`src/rtl/lrvs_pkg.sv`:
```
// ----------------------------------------------------------------------------
// lrvs_pkg
// Shared field widths, operation, status and register codes, and the rail
// storage write bundle for the locked rail voltage sequencer.
// ----------------------------------------------------------------------------
package lrvs_pkg;

  // port field widths
  localparam int VOLT_W      = 24;
  localparam int SPREAD_W    = 24;
  localparam int COUNT_W     = 3;
  localparam int OP_W        = 2;
  localparam int IDX_W       = 2;
  localparam int STATUS_W    = 3;
  localparam int CFG_INDEX_W = 1;
  localparam int CFG_DATA_W  = 24;

  // operation codes
  localparam logic [OP_W-1:0] OP_PRESET  = 2'd0;
  localparam logic [OP_W-1:0] OP_REQUEST = 2'd1;
  localparam logic [OP_W-1:0] OP_ACK     = 2'd2;
  localparam logic [OP_W-1:0] OP_NONE    = 2'd3;

  // result status codes
  localparam logic [STATUS_W-1:0] ST_MOVE  = 3'd0;
  localparam logic [STATUS_W-1:0] ST_DONE  = 3'd1;
  localparam logic [STATUS_W-1:0] ST_BUSY  = 3'd2;
  localparam logic [STATUS_W-1:0] ST_ABORT = 3'd3;
  localparam logic [STATUS_W-1:0] ST_STRAY = 3'd4;

  // configuration register indexes
  localparam logic [CFG_INDEX_W-1:0] CFG_MAX_SPREAD = 1'd0;
  localparam logic [CFG_INDEX_W-1:0] CFG_RAIL_COUNT = 1'd1;

  // configuration reset values
  localparam logic [SPREAD_W-1:0] SPREAD_RESET = 24'd100000;
  localparam logic [COUNT_W-1:0]  COUNT_RESET  = 3'd2;

  // write enables into the rail storage
  typedef struct packed {
    logic des_we;
    logic act_we;
    logic tgt_we;
  } rail_wr_t;

endpackage

```
`src/rtl/lrvs_unit.sv`:
```
// ----------------------------------------------------------------------------
// lrvs_unit
// Shared add and compare unit: forms a + b and compares the sum against c.
// ----------------------------------------------------------------------------
module lrvs_unit #(
  parameter int SW = 26
) (
  input  logic signed [SW-1:0] a,
  input  logic signed [SW-1:0] b,
  input  logic signed [SW-1:0] c,
  output logic signed [SW-1:0] sum,
  output logic                 lt,
  output logic                 eq
);

  // offset add followed by signed compare
  always_comb begin
    sum = a + b;
    lt  = (sum < c);
    eq  = (sum == c);
  end

endmodule

```
`src/rtl/lrvs_rails.sv`:
```
// ----------------------------------------------------------------------------
// lrvs_rails
// Per-rail desired, actual and target voltage storage with one shared read
// address and one shared write address.
// ----------------------------------------------------------------------------
module lrvs_rails #(
  parameter int RAILS     = 4,
  parameter int VOLT_BITS = 24,
  parameter int IW        = 2
) (
  input  logic                  clk,
  input  logic                  rst,
  input  lrvs_pkg::rail_wr_t    wr,
  input  logic [IW-1:0]         waddr,
  input  logic [VOLT_BITS-1:0]  des_wdata,
  input  logic [VOLT_BITS-1:0]  act_wdata,
  input  logic [VOLT_BITS-1:0]  tgt_wdata,
  input  logic [IW-1:0]         raddr,
  output logic [VOLT_BITS-1:0]  des_rd,
  output logic [VOLT_BITS-1:0]  act_rd,
  output logic [VOLT_BITS-1:0]  tgt_rd
);

  logic [VOLT_BITS-1:0] desired [RAILS];
  logic [VOLT_BITS-1:0] actual  [RAILS];
  logic [VOLT_BITS-1:0] target  [RAILS];

  // desired and actual have no reset and hold whatever was last written
  always_ff @(posedge clk) begin
    if (wr.des_we) begin
      desired[waddr] <= des_wdata;
    end
    if (wr.act_we) begin
      actual[waddr] <= act_wdata;
    end
  end

  // targets clear on reset
  always_ff @(posedge clk) begin
    if (rst) begin
      for (int k = 0; k < RAILS; k++) begin
        target[k] <= '0;
      end
    end else if (wr.tgt_we) begin
      target[waddr] <= tgt_wdata;
    end
  end

  // single read port
  assign des_rd = desired[raddr];
  assign act_rd = actual[raddr];
  assign tgt_rd = target[raddr];

endmodule

```
`src/rtl/locked_rail_voltage_sequencer.sv`:
```
// ----------------------------------------------------------------------------
// locked_rail_voltage_sequencer
// Keeps up to RAILS supply rails within max_spread of each other and issues
// one rail move at a time toward each rail's target.
// ----------------------------------------------------------------------------
// One request is handled at a time and every request gives one result. All
// arithmetic goes through a single add and compare unit stepped by the
// sequencer below, so the work per request grows with the rails in use.
// Preset, refused, aborted and stray requests go from accept straight to
// readback and result. Picking the next move scans the rails: a rail already at
// its target is skipped, otherwise two passes over the other rails find their
// highest and lowest actual voltage, then come up to four clamp and compare
// steps. An acknowledge runs this scan over all rails in use; a voltage request
// first forms the targets from the trend, the highest and lowest desired
// voltage and the floor. While a result waits on the output the next
// request can already be accepted and worked on. Rail voltages read before a
// preset has written them are undefined.
// ----------------------------------------------------------------------------
module locked_rail_voltage_sequencer #(
  parameter int RAILS     = 4,
  parameter int VOLT_BITS = 24
) (
  input  logic                                clk,
  input  logic                                rst,
  // configuration writes
  input  logic                                cfg_valid,
  output logic                                cfg_ready,
  input  logic [lrvs_pkg::CFG_INDEX_W-1:0]    cfg_index,
  input  logic [lrvs_pkg::CFG_DATA_W-1:0]     cfg_data,
  // input requests
  input  logic                                in_valid,
  output logic                                in_ready,
  input  logic [lrvs_pkg::OP_W-1:0]           operation,
  input  logic [lrvs_pkg::IDX_W-1:0]          rail_index,
  input  logic [lrvs_pkg::VOLT_W-1:0]         voltage,
  input  logic                                downstream_error,
  // results
  output logic                                out_valid,
  input  logic                                out_ready,
  output logic [lrvs_pkg::STATUS_W-1:0]       status,
  output logic [lrvs_pkg::IDX_W-1:0]          move_rail,
  output logic [lrvs_pkg::VOLT_W-1:0]         move_voltage,
  output logic [lrvs_pkg::VOLT_W-1:0]         rail_voltage
);

  localparam int IW    = (RAILS > 1) ? $clog2(RAILS) : 1;
  localparam int CMPW  = $clog2(RAILS + 1) + 3;
  localparam int WIDE  = (VOLT_BITS > lrvs_pkg::SPREAD_W) ? VOLT_BITS : lrvs_pkg::SPREAD_W;
  localparam int SW    = WIDE + 2;
  localparam int VW    = lrvs_pkg::VOLT_W;
  localparam int XW    = lrvs_pkg::IDX_W;
  localparam logic [VOLT_BITS-1:0] VMAX = {VOLT_BITS{1'b1}};

  // sequencer states
  localparam logic [3:0] S_IDLE  = 4'd0;
  localparam logic [3:0] S_REQ   = 4'd1;
  localparam logic [3:0] S_HI    = 4'd2;
  localparam logic [3:0] S_LO    = 4'd3;
  localparam logic [3:0] S_FLOOR = 4'd4;
  localparam logic [3:0] S_TGT   = 4'd5;
  localparam logic [3:0] S_CHK   = 4'd6;
  localparam logic [3:0] S_OHI   = 4'd7;
  localparam logic [3:0] S_OLO   = 4'd8;
  localparam logic [3:0] S_CLMPH = 4'd9;
  localparam logic [3:0] S_CLMPL = 4'd10;
  localparam logic [3:0] S_CMPA  = 4'd11;
  localparam logic [3:0] S_CMPB  = 4'd12;
  localparam logic [3:0] S_RDV   = 4'd13;

  function automatic logic signed [SW-1:0] ext_v(input logic [VOLT_BITS-1:0] x);
    return $signed({{(SW-VOLT_BITS){1'b0}}, x});
  endfunction

  function automatic logic signed [SW-1:0] ext_s(input logic [lrvs_pkg::SPREAD_W-1:0] x);
    return $signed({{(SW-lrvs_pkg::SPREAD_W){1'b0}}, x});
  endfunction

  // configuration
  logic [lrvs_pkg::SPREAD_W-1:0] max_spread;
  logic [lrvs_pkg::COUNT_W-1:0]  rail_count;

  // control state
  logic [3:0]            state;
  logic                  busy;
  logic                  rising;
  logic [IW-1:0]         pending_rail;
  logic [VOLT_BITS-1:0]  pending_voltage;
  logic [lrvs_pkg::STATUS_W-1:0] status_r;
  logic                  found;
  logic [IW-1:0]         best_i;
  logic [VOLT_BITS-1:0]  best;
  logic [IW-1:0]         cur_i;
  logic [IW-1:0]         scan;

  // latched request and working values
  logic [IW-1:0]         idx_l;
  logic                  in_use_l;
  logic [VOLT_BITS-1:0]  volt_l;
  logic [VOLT_BITS-1:0]  hi;
  logic [VOLT_BITS-1:0]  lo;
  logic [VOLT_BITS-1:0]  floor_v;
  logic [VOLT_BITS-1:0]  cur_act;
  logic [VOLT_BITS-1:0]  cur_tgt;
  logic [VOLT_BITS-1:0]  ohi;
  logic [VOLT_BITS-1:0]  olo;
  logic [VOLT_BITS-1:0]  v;

  // rail storage interface
  lrvs_pkg::rail_wr_t    wr;
  logic [IW-1:0]         waddr;
  logic [IW-1:0]         raddr;
  logic [VOLT_BITS-1:0]  des_wdata;
  logic [VOLT_BITS-1:0]  act_wdata;
  logic [VOLT_BITS-1:0]  tgt_wdata;
  logic [VOLT_BITS-1:0]  des_rd;
  logic [VOLT_BITS-1:0]  act_rd;
  logic [VOLT_BITS-1:0]  tgt_rd;

  // shared unit interface
  logic signed [SW-1:0]  ua;
  logic signed [SW-1:0]  ub;
  logic signed [SW-1:0]  uc;
  logic signed [SW-1:0]  usum;
  logic                  ult;
  logic                  ueq;
  logic                  ugt;

  // derived control
  logic [CMPW-1:0]       rc_ext;
  logic [CMPW-1:0]       n_rails;
  logic [CMPW-1:0]       n_last;
  logic                  scan_last;
  logic                  i_last;
  logic                  accept;
  logic                  in_use;
  logic [IW-1:0]         idx_in;
  logic [VOLT_BITS-1:0]  volt_in;
  logic                  take;
  logic                  fnd_c;
  logic [IW-1:0]         bi_c;
  logic [VOLT_BITS-1:0]  bv_c;
  logic                  slot_free;
  logic [VOLT_BITS-1:0]  rd_v;

  // rails in use, clamped to the supported range
  always_comb begin
    rc_ext = CMPW'(rail_count);
    if (rc_ext < CMPW'(2)) begin
      n_rails = CMPW'(2);
    end else if (rc_ext > CMPW'(RAILS)) begin
      n_rails = CMPW'(RAILS);
    end else begin
      n_rails = rc_ext;
    end
    n_last = n_rails - CMPW'(1);
  end

  assign scan_last = (CMPW'(scan) == n_last);
  assign i_last    = (CMPW'(cur_i) == n_last);

  // input decode
  assign in_ready = (state == S_IDLE);
  assign accept   = in_valid && in_ready;
  assign in_use   = (CMPW'(rail_index) < n_rails);
  assign idx_in   = IW'(rail_index);
  assign volt_in  = VOLT_BITS'(voltage);
  assign cfg_ready = 1'b1;
  assign slot_free = !out_valid || out_ready;

  // configuration registers
  always_ff @(posedge clk) begin
    if (rst) begin
      max_spread <= lrvs_pkg::SPREAD_RESET;
      rail_count <= lrvs_pkg::COUNT_RESET;
    end else if (cfg_valid && cfg_ready) begin
      unique case (cfg_index)
        lrvs_pkg::CFG_MAX_SPREAD: max_spread <= lrvs_pkg::SPREAD_W'(cfg_data);
        lrvs_pkg::CFG_RAIL_COUNT: rail_count <= lrvs_pkg::COUNT_W'(cfg_data);
        default: ;
      endcase
    end
  end

  // operand selection for the shared unit
  always_comb begin
    ua = '0;
    ub = '0;
    uc = '0;
    unique case (state)
      S_REQ: begin
        ua = ext_v(volt_l);
        uc = ext_v(des_rd);
      end
      S_HI: begin
        ua = ext_v(des_rd);
        uc = ext_v(hi);
      end
      S_LO: begin
        ua = ext_v(des_rd);
        uc = ext_v(lo);
      end
      S_FLOOR: begin
        ua = ext_v(hi);
        ub = -ext_s(max_spread);
        uc = ext_v(lo);
      end
      S_TGT: begin
        ua = ext_v(des_rd);
        uc = ext_v(floor_v);
      end
      S_CHK: begin
        ua = ext_v(act_rd);
        uc = ext_v(tgt_rd);
      end
      S_OHI: begin
        ua = ext_v(act_rd);
        uc = ext_v(ohi);
      end
      S_OLO: begin
        ua = ext_v(act_rd);
        uc = ext_v(olo);
      end
      S_CLMPH: begin
        ua = ext_v(ohi);
        ub = -ext_s(max_spread);
        uc = ext_v(cur_tgt);
      end
      S_CLMPL: begin
        ua = ext_v(olo);
        ub = ext_s(max_spread);
        uc = ext_v(v);
      end
      S_CMPA: begin
        ua = ext_v(v);
        uc = ext_v(cur_act);
      end
      S_CMPB: begin
        ua = ext_v(v);
        uc = ext_v(best);
      end
      default: ;
    endcase
  end

  lrvs_unit #(
    .SW (SW)
  ) u_unit (
    .a   (ua),
    .b   (ub),
    .c   (uc),
    .sum (usum),
    .lt  (ult),
    .eq  (ueq)
  );

  assign ugt = !ult && !ueq;

  // candidate selection: lowest when rising, highest when falling, first wins ties
  always_comb begin
    take  = (state == S_CMPB) && (!found || (rising && ult) || (!rising && ugt));
    fnd_c = found || take;
    bi_c  = take ? cur_i : best_i;
    bv_c  = take ? v : best;
  end

  // rail storage read address
  always_comb begin
    unique case (state)
      S_REQ, S_RDV: raddr = idx_l;
      S_CHK:        raddr = cur_i;
      default:      raddr = scan;
    endcase
  end

  // rail storage writes: preset and acknowledge at accept, desired and targets later
  always_comb begin
    wr        = '0;
    waddr     = scan;
    des_wdata = volt_l;
    act_wdata = volt_in;
    tgt_wdata = ult ? floor_v : des_rd;
    if (accept) begin
      waddr     = idx_in;
      des_wdata = volt_in;
      if (operation == lrvs_pkg::OP_PRESET && !busy && in_use) begin
        wr.des_we = 1'b1;
        wr.act_we = 1'b1;
      end else if (operation == lrvs_pkg::OP_ACK && busy && !downstream_error) begin
        waddr     = pending_rail;
        act_wdata = pending_voltage;
        wr.act_we = 1'b1;
      end
    end else if (state == S_REQ) begin
      waddr     = idx_l;
      wr.des_we = 1'b1;
    end else if (state == S_TGT) begin
      wr.tgt_we = 1'b1;
    end
  end

  lrvs_rails #(
    .RAILS     (RAILS),
    .VOLT_BITS (VOLT_BITS),
    .IW        (IW)
  ) u_rails (
    .clk       (clk),
    .rst       (rst),
    .wr        (wr),
    .waddr     (waddr),
    .des_wdata (des_wdata),
    .act_wdata (act_wdata),
    .tgt_wdata (tgt_wdata),
    .raddr     (raddr),
    .des_rd    (des_rd),
    .act_rd    (act_rd),
    .tgt_rd    (tgt_rd)
  );

  assign rd_v = in_use_l ? act_rd : '0;

  // sequencer
  always_ff @(posedge clk) begin
    if (rst) begin
      state           <= S_IDLE;
      busy            <= 1'b0;
      rising          <= 1'b0;
      pending_rail    <= '0;
      pending_voltage <= '0;
      found           <= 1'b0;
      out_valid       <= 1'b0;
      status_r        <= lrvs_pkg::ST_DONE;
    end else begin
      if (out_valid && out_ready) begin
        out_valid <= 1'b0;
      end
      unique case (state)
        S_IDLE: begin
          if (accept) begin
            idx_l    <= idx_in;
            in_use_l <= in_use;
            volt_l   <= volt_in;
            state    <= S_RDV;
            status_r <= lrvs_pkg::ST_DONE;
            unique case (operation)
              lrvs_pkg::OP_PRESET: begin
                if (busy) begin
                  status_r <= lrvs_pkg::ST_BUSY;
                end
              end
              lrvs_pkg::OP_REQUEST: begin
                if (busy) begin
                  status_r <= lrvs_pkg::ST_BUSY;
                end else if (in_use) begin
                  state <= S_REQ;
                end
              end
              lrvs_pkg::OP_ACK: begin
                if (!busy) begin
                  status_r <= lrvs_pkg::ST_STRAY;
                end else if (downstream_error) begin
                  busy     <= 1'b0;
                  status_r <= lrvs_pkg::ST_ABORT;
                end else begin
                  cur_i <= '0;
                  found <= 1'b0;
                  state <= S_CHK;
                end
              end
              lrvs_pkg::OP_NONE: begin
                status_r <= lrvs_pkg::ST_STRAY;
              end
              default: ;
            endcase
          end
        end
        // trend against the old desired voltage
        S_REQ: begin
          rising <= ugt;
          scan   <= '0;
          hi     <= '0;
          state  <= S_HI;
        end
        // highest desired voltage
        S_HI: begin
          if (ugt) begin
            hi <= des_rd;
          end
          if (scan_last) begin
            scan  <= '0;
            lo    <= VMAX;
            state <= S_LO;
          end else begin
            scan <= scan + IW'(1);
          end
        end
        // lowest desired voltage
        S_LO: begin
          if (ult) begin
            lo <= des_rd;
          end
          if (scan_last) begin
            state <= S_FLOOR;
          end else begin
            scan <= scan + IW'(1);
          end
        end
        // floor: highest minus spread, not below the lowest
        S_FLOOR: begin
          floor_v <= ult ? lo : usum[VOLT_BITS-1:0];
          scan    <= '0;
          state   <= S_TGT;
        end
        // targets written through the storage port
        S_TGT: begin
          if (scan_last) begin
            cur_i <= '0;
            found <= 1'b0;
            state <= S_CHK;
          end else begin
            scan <= scan + IW'(1);
          end
        end
        // skip rails already on target
        S_CHK: begin
          cur_act <= act_rd;
          cur_tgt <= tgt_rd;
          if (ueq) begin
            if (i_last) begin
              busy  <= fnd_c;
              state <= S_RDV;
              if (fnd_c) begin
                pending_rail    <= bi_c;
                pending_voltage <= bv_c;
                status_r        <= lrvs_pkg::ST_MOVE;
              end else begin
                status_r <= lrvs_pkg::ST_DONE;
              end
            end else begin
              cur_i <= cur_i + IW'(1);
            end
          end else begin
            scan  <= '0;
            ohi   <= '0;
            state <= S_OHI;
          end
        end
        // highest actual voltage of the other rails
        S_OHI: begin
          if (scan != cur_i && ugt) begin
            ohi <= act_rd;
          end
          if (scan_last) begin
            scan  <= '0;
            olo   <= VMAX;
            state <= S_OLO;
          end else begin
            scan <= scan + IW'(1);
          end
        end
        // lowest actual voltage of the other rails
        S_OLO: begin
          if (scan != cur_i && ult) begin
            olo <= act_rd;
          end
          if (scan_last) begin
            state <= S_CLMPH;
          end else begin
            scan <= scan + IW'(1);
          end
        end
        // raise to the others' highest minus spread
        S_CLMPH: begin
          v     <= ult ? cur_tgt : usum[VOLT_BITS-1:0];
          state <= S_CLMPL;
        end
        // cap at the others' lowest plus spread
        S_CLMPL: begin
          if (ult) begin
            v <= usum[VOLT_BITS-1:0];
          end
          state <= S_CMPA;
        end
        // a rail that cannot move is no candidate
        S_CMPA: begin
          if (ueq) begin
            if (i_last) begin
              busy  <= fnd_c;
              state <= S_RDV;
              if (fnd_c) begin
                pending_rail    <= bi_c;
                pending_voltage <= bv_c;
                status_r        <= lrvs_pkg::ST_MOVE;
              end else begin
                status_r <= lrvs_pkg::ST_DONE;
              end
            end else begin
              cur_i <= cur_i + IW'(1);
              state <= S_CHK;
            end
          end else begin
            state <= S_CMPB;
          end
        end
        // compare against the best candidate so far
        S_CMPB: begin
          found  <= fnd_c;
          best_i <= bi_c;
          best   <= bv_c;
          if (i_last) begin
            busy  <= fnd_c;
            state <= S_RDV;
            if (fnd_c) begin
              pending_rail    <= bi_c;
              pending_voltage <= bv_c;
              status_r        <= lrvs_pkg::ST_MOVE;
            end else begin
              status_r <= lrvs_pkg::ST_DONE;
            end
          end else begin
            cur_i <= cur_i + IW'(1);
            state <= S_CHK;
          end
        end
        // read back the addressed rail and hand over the result
        S_RDV: begin
          if (slot_free) begin
            out_valid <= 1'b1;
            state     <= S_IDLE;
          end
        end
        default: begin
          state <= S_IDLE;
        end
      endcase
    end
  end

  // result register
  always_ff @(posedge clk) begin
    if (state == S_RDV && slot_free) begin
      status       <= status_r;
      move_rail    <= (status_r == lrvs_pkg::ST_MOVE) ? XW'(pending_rail) : '0;
      move_voltage <= (status_r == lrvs_pkg::ST_MOVE) ? VW'(pending_voltage) : '0;
      rail_voltage <= VW'(rd_v);
    end
  end

`ifndef ASSERT_OFF
  // every accepted request leaves idle on the next cycle
  a_accept_leaves_idle: assert property (@(posedge clk) disable iff (rst)
    accept |=> state != S_IDLE)
    else $error("sequencer stayed idle after accepting a request");

  // a move result is only handed over while a sequence is running
  a_move_needs_busy: assert property (@(posedge clk) disable iff (rst)
    (state == S_RDV && status_r == lrvs_pkg::ST_MOVE) |-> busy)
    else $error("move reported without an active sequence");

  // a sequence starts only when the scan found a candidate
  a_busy_from_found: assert property (@(posedge clk) disable iff (rst)
    $rose(busy) |-> $past(fnd_c))
    else $error("sequence started without a chosen move");

  // the desired voltage bounds are ordered before the floor is formed
  a_floor_bounds: assert property (@(posedge clk) disable iff (rst)
    state == S_FLOOR |-> lo <= hi)
    else $error("lowest desired voltage above highest");

  // results only appear from the readback state
  a_result_source: assert property (@(posedge clk) disable iff (rst)
    $rose(out_valid) |-> $past(state) == S_RDV)
    else $error("result raised outside readback");
`endif

endmodule

```
`config.mk`:
```
export PLATFORM = sky130hd
export DESIGN_NAME = locked_rail_voltage_sequencer
export DESIGN_NICKNAME = d
export VERILOG_FILES = /design/src/rtl/lrvs_pkg.sv /design/src/rtl/lrvs_unit.sv /design/src/rtl/lrvs_rails.sv /design/src/rtl/locked_rail_voltage_sequencer.sv
export SDC_FILE = /design/constraint.sdc
export NUM_CORES = 1
export LEC_CHECK = 0
export BUFFER_PORTS_ARGS = -buffer_cell sky130_fd_sc_hd__clkbuf_2
export CORE_UTILIZATION = 30
export DETAILED_ROUTE_END_ITERATION = 10
export GPL_TIMING_DRIVEN = 0
export HOLD_SLACK_MARGIN = 0.12
export PLACE_DENSITY = 0.44
export SLEW_MARGIN = 25
export SYNTH_ARGS = -nofsm -noshare
export SYNTH_HDL_FRONTEND = slang
export SYNTH_SLANG_ARGS = --single-unit
export TNS_END_PERCENT = 1
```
`constraint.sdc`:
```
create_clock -name clk -period 15.95 [get_ports clk]
set_input_delay 3.19 -clock clk [delete_from_list [all_inputs] [get_ports clk]]
set_output_delay 3.19 -clock clk [all_outputs]
set_load 0.05 [all_outputs]
```
==> results.toml, run 1 <==
[die]
dieWidth_microns = 325
design.core.area_sq_um = 102000
initial_utilization_pct = 30.5
rows = 117
die_h_microns = 325
die-area_sq_um = 105000
io_pins = 115

[synthesis]
synth_edf_count = 590
synth.largest_area_cell = "edfxtp_1"
postSynthNetCount = 2662
ys_types = 73
synth-seq-cells = 654
synth_top_area_share_pct = 56.7
synth_area_sq_um = 31200
yosysSeqAreaShare_pct = 60.8
postSynthCellCount = 2546
synth.avg_cell_area_sq_um = 12.3
yosysWarnings = 0
synthFlopType = "edfxtp_1"
synthTopCellsByArea = "edfxtp_1 (57%), mux2_2 (7.7%), dfxtp_1 (4.1%)"
async_reset_ff_share_pct = 0

[cts]
clkLatencyLatePin_ns = 0.64
ctsHoldBuffers = 0
cts_buffer_depth = 3
post_cts_buffers = 0
cts_tree = "done"
htreeDepth = 3
cts_resized = 0
cts_buffers = 75
clk_pin_slew_ns = 0.06
root_buffer = "clkbuf_16"
cts.sinks = 654

[setup_path]
slowest_stage = "nor4bb_1"
path_delay_family = "compound AO/OA/AOI/OAI gates"
crit_arrival_ns = 13.00
crit_path_max_incr_delay_ns = 0.75
critPathMaxFanout = 10
cp-start-kind = "flop"
cp_common_cell = "o21ai_0"
worstSetupPathType = "reg2reg"
end_kind = "flop"
path_buf_inv = 8
cp_data_required_time_ns = 16.30

[routing]
wl_microns = 117000
first_iter_violations = 2643
ant_nets = 0
route.detailed.drc = 0
dr.pass1.iters = 6
viasPerCell = 5.37
vias = 22500
wl_per_cell_microns = 28.0

[sta]
timing.fmax_mhz = 79.0
fin_crit_ns = 12.66
finalCritPeriodShare_pct = 79.3
setup_viol = 0
timing.setup.tns_ns = 0
hold_viol_final = 0
rsz0062_at_grt = "false"
drv_slew = 0
tightest_slew_ns = 1.10
clock_skew_ns = 0.0284
slew-limit-headroom_pct = 25.6
worst_slack_ns = 3.29

[run_status]
status = "finished clean"

[final_layout]
fin_nets = 2881
stdcell_count = 4194
top_regs = "u_rails.actual (96), u_rails.desired (96), u_rails.target (96)"
fin_util_pct = 35.7
fin_area_sq_um = 36600
area_growth_pct = 17.1
layout-drive-gt1-share_pct = 18.9

[min_path]
hp-class = "reg2reg"

[job]
maxCapViolations = 0

[power_and_ir_drop]
ir_drop_uv = 118
power_density_nw_per_um2 = 236
p_leak_uw = 0.0129

[place]
port-buffer-count = 113
dp.cells = 4056
hpwl_microns = 93500
place_area_sq_um = 34100
gp_congestion = 0.973
dp_slack_ns = 3.33

[grt]
antenna_found_initial = 5
grt_pass1_wl_microns = 166000
grt_max_degree = 25
grt_usage_pct = 21.9
grt_pass1_vias = 22100
grt_overflow = 0
[cells in the mapped netlist (all sizes together) (7+ instances only)]
| cell | number |
|---|---|
| o221ai | 25 |
| nand2 | 236 |
| o31ai | 14 |
| or3 | 8 |
| nor3 | 30 |
| and2 | 50 |
| a22oi | 90 |
| nand2b | 11 |
| a222oi | 24 |
| mux2i | 99 |
| o211ai | 10 |
| edfxtp | 590 |
| o21a | 8 |
| a31oi | 8 |
| buf | 47 |
| nor4 | 8 |
| a221o | 27 |
| a21o | 20 |
| a211oi | 29 |
| nand4 | 11 |
| dfxtp | 64 |
| ha | 56 |
| a221oi | 19 |
| xor2 | 10 |
| o21ai | 110 |
| nor2 | 278 |
| xnor2 | 22 |
| clkbuf | 115 |
| mux2 | 218 |
| a21oi | 121 |
| inv | 71 |
| nand3 | 50 |
| a32o | 7 |
[cell families (layout without fill, tap and decap cells)]
kind of cell | Yosys count | count (layout) | synth area share (%)
other | 1 | 2 | 0.0120
DFF | 654 | 654 | 60.8
and+or+nand+nor | 709 | 709 | 9.96
AOI/OAI and AO/OA | 542 | 542 | 12.0
buffers and inverters | 233 | 512 | 2.92
adders and majority gates | 58 | 58 | 2.34
xor gates and xnor gates | 32 | 32 | 0.897
muxes | 317 | 317 | 11.0
[metal layers]
metal | vias up | wire, microns | GRT usage (%)
li1 | 10100 | - | -
met1 | 11300 | 51500 | 29.5
met2 | 928 | 55000 | 36.0
met3 | 156 | 7520 | 3.23
met4 | 4 | 3440 | 6.94
met5 | - | 23 | 0
[path summary, 6_finish.rpt]
check                           startpoint  cells past startpoint     end  slack, ns
worst max-delay path              state[2]                     35  ohi[6]       3.29
worst min-delay path                rising                      2  rising       0.47
worst max register to register    state[2]                     35  ohi[6]       3.29
worst min register to register      rising                      2  rising       0.47
[power by group]
part / switching, uW / internal, uW
Clock: 722 / 1030
Sequential: 105 / 2240
Combinational: 2980 / 1550
Total: 3800 / 4820
[cells in the final DEF, fill, tap and decap left out, types with 21 or more instances in the layout]
cell type and n:
buf_1 23, buf_2 21, and2_1 50, o21ai_0 91
clkbuf_1 125, inv_1 71, xnor2_1 22, clkbuf_2 117
dfxtp_1 64, ha_1 56, a22oi_1 90, clkbuf_16 78
a21oi_1 121, edfxtp_1 590, mux2_2 213, a221o_1 27
a222oi_1 24, nor3_1 24, nand3_1 50, o221ai_1 25
mux2i_1 99, nand2_1 233, a211oi_1 27, nor2_1 267
[final cells by class]
cell class / count / area (sq um)
Clock buffer: 96 / 2060
Clock inverter: 41 / 404
Fill cell: 10100 / 65900
Inverter: 71 / 267
Antenna cell: 1 / 2.50
Tap cell: 1368 / 1710
Multi-Input combinational cell: 1659 / 11500
Buffer: 162 / 649
Sequential cell: 654 / 19000
Timing Repair Buffer: 142 / 981
[stage by stage]
step                      total power, uW  hold WS, ns
after detailed placement             6870        0.464
after floorplan                      5110        0.431
after global routing                 9020        0.500
final                                8620        0.470
after global placement               6770        0.448
after CTS                            8630        0.472
[worst register-to-register path, delay by kind of cell, from the launching register on]
family	cells	cell delay, ns
AOI/OAI and AO/OA	12	3.94
buffers and inverters	8	3.41
and+or+nand+nor	11	3.23
adders and majority gates	2	0.79
xor gates and xnor gates	1	0.43
DFF	1	0.30
muxes	1	0.25
(Power assumes the default switching activity.)
==> run 2: changes to the inputs <==
==> constraint.sdc (replaced) <==
create_clock -name clk -period 12.6 [get_ports clk]
set_input_delay 2.52 -clock clk [delete_from_list [all_inputs] [get_ports clk]]
set_output_delay 2.52 -clock clk [all_outputs]
set_load 0.05 [all_outputs]
==> results.toml, run 2 (same netlist as run 1, synthesis figures left out) <==
[die]
die_h_microns = 325
dieWidth_microns = 325
initial_utilization_pct = 30.5
die-area_sq_um = 105000
io_pins = 115
design.core.area_sq_um = 102000
rows = 117

[sta]
finalCritPeriodShare_pct = 94.1
fin_crit_ns = 11.86
slew-limit-headroom_pct = 25.6
setup_viol = 0
rsz0062_at_grt = "false"
clock_skew_ns = 0.0286
drv_slew = 0
whs_ns = 0.472
timing.fmax_mhz = 84.3
tightest_slew_ns = 1.12
hold_viol_final = 0

[routing]
route.detailed.drc = 0
viasPerCell = 5.35
vias = 22400
first_iter_violations = 2763
wl_per_cell_microns = 27.9
wl_microns = 117000
dr.pass1.iters = 8
ant_nets = 0

[setup_path]
end_kind = "flop"
crit_arrival_ns = 12.21
path_delay_family = "compound AO/OA/AOI/OAI gates"
cp_data_required_time_ns = 12.94
path_buf_inv = 8
cp-start-kind = "flop"
crit_path_max_incr_delay_ns = 0.84
slowest_stage = "o21ai_0"
critPathMaxFanout = 10
worstSetupPathType = "reg2reg"
cp_common_cell = "o21ai_0"
r2r_setup_slack_ns = 0.74

[grt]
grt_pass1_wl_microns = 166000
grt_usage_pct = 21.9
antenna_found_initial = 5
grt_overflow = 0
grt_max_degree = 25
grt_pass1_vias = 22100

[place]
gp_congestion = 0.973
place_area_sq_um = 34100
port-buffer-count = 113
hpwl_microns = 93500

[min_path]
hp-class = "reg2reg"

[final_layout]
fin_area_sq_um = 36600
final_common_cell = "edfxtp_1"
fill_cells = 10100
fin_nets = 2883
layout-drive-gt1-share_pct = 19.1
top_regs = "u_rails.actual (96), u_rails.desired (96), u_rails.target (96)"
final_cell_mix = "edfxtp_1 (590), nor2_1 (267), nand2_1 (233)"
area_growth_pct = 17.2

[cts]
ctsHoldBuffers = 0
cts.sinks = 654
root_buffer = "clkbuf_16"
clk_pin_slew_ns = 0.06
cts_buffers = 75
clkLatencyLatePin_ns = 0.64
cts_tree = "done"
cts_buffer_depth = 3
htreeDepth = 3

[run_status]
status = "finished clean"

[power_and_ir_drop]
p_leak_uw = 0.0129
power_density_nw_per_um2 = 299
ir_drop_uv = 179

[job]
maxCapViolations = 0
==> run 2: cell types whose count changed in the layout (fill, tap and decap cells not counted) <==
cell / previous run / this run
buf_1: 23 / 21
buf_4: 14 / 16
clkbuf_1: 125 / 122
clkbuf_2: 117 / 120
clkdlybuf4s15_1: 0 / 1
clkdlybuf4s15_2: 0 / 1
nor4bb_1: 1 / 0
nor4bb_2: 0 / 1
o21ai_0: 91 / 87
o21ai_1: 18 / 22
==> run 2: final cells by class <==
cell class	instances	area, sq um	area share, %
diodes	1	2.50	0.00684
plain buffers	162	667	1.82
clock buffers	96	2060	5.64
clock inverters	41	404	1.10
inverters	71	267	0.728
multi-input cells	1659	11500	31.4
flip-flops and latches	654	19000	51.9
well taps	1368	1710	4.68
repair buffers	144	996	2.72
==> run 2: worst min-delay path, delay by kind of cell (launching register included) <==
kind               cells  cell delay [ns]
and+or+nand+nor        1             0.06
DFF                    1             0.32
AOI/OAI and AO/OA      1             0.05
==> run 2: final timing paths <==
check	depth (start not counted)	to	from
setup reg to reg	34	ohi[6]	state[2]
hold reg to reg	2	rising	rising
hold / removal	2	rising	rising
setup / recovery	34	ohi[6]	state[2]
==> run 2: what timing repair did <==
item	4_1_cts	5_1_grt
buffers inserted	0	2
endpoints found under the setup margin	6	47
pin swaps	0	1
gates resized for setup	2	14
==> run 2: power breakdown <==
group / internal, uW / total, uW / switching (uW)
registers: 2840 / 2970 / 131
clock network: 1300 / 2220 / 911
logic: 1990 / 5770 / 3780
total: 6140 / 11000 / 4820
==> run 2: through the flow <==
| stage | total power, uW | worst slack, ns | setup TNS, ns | instances | utilization, % |
|---|---|---|---|---|---|
| 5_1_grt | 11500 | 0.289 | 0 | 4195 | 35.7 |
| 2_1_floorplan | 6470 | 3.97 | 0 | 2546 | - |
| 3_5_place_dp | 8690 | -0.0203 | -0.117 | 4056 | 33.3 |
| 6_report | 11000 | 0.737 | 0 | 4196 | 35.7 |
| 4_1_cts | 10900 | 0.0172 | 0 | 4193 | 35.7 |
| 3_3_place_gp | 8570 | -2.47 | -87.23 | 4027 | 32.7 |
==> run 2: layer usage <==
layer  part of all wire (%)  wire [microns]  GRT usage, %  up-vias
met1                     44           51200          29.5    11300
met2                     47           54800          35.9      930
met5                  0.020              23             0        -
li1                       -               -             -    10100
met3                    6.5            7620          3.23      145
met4                    3.1            3590          7.02        4
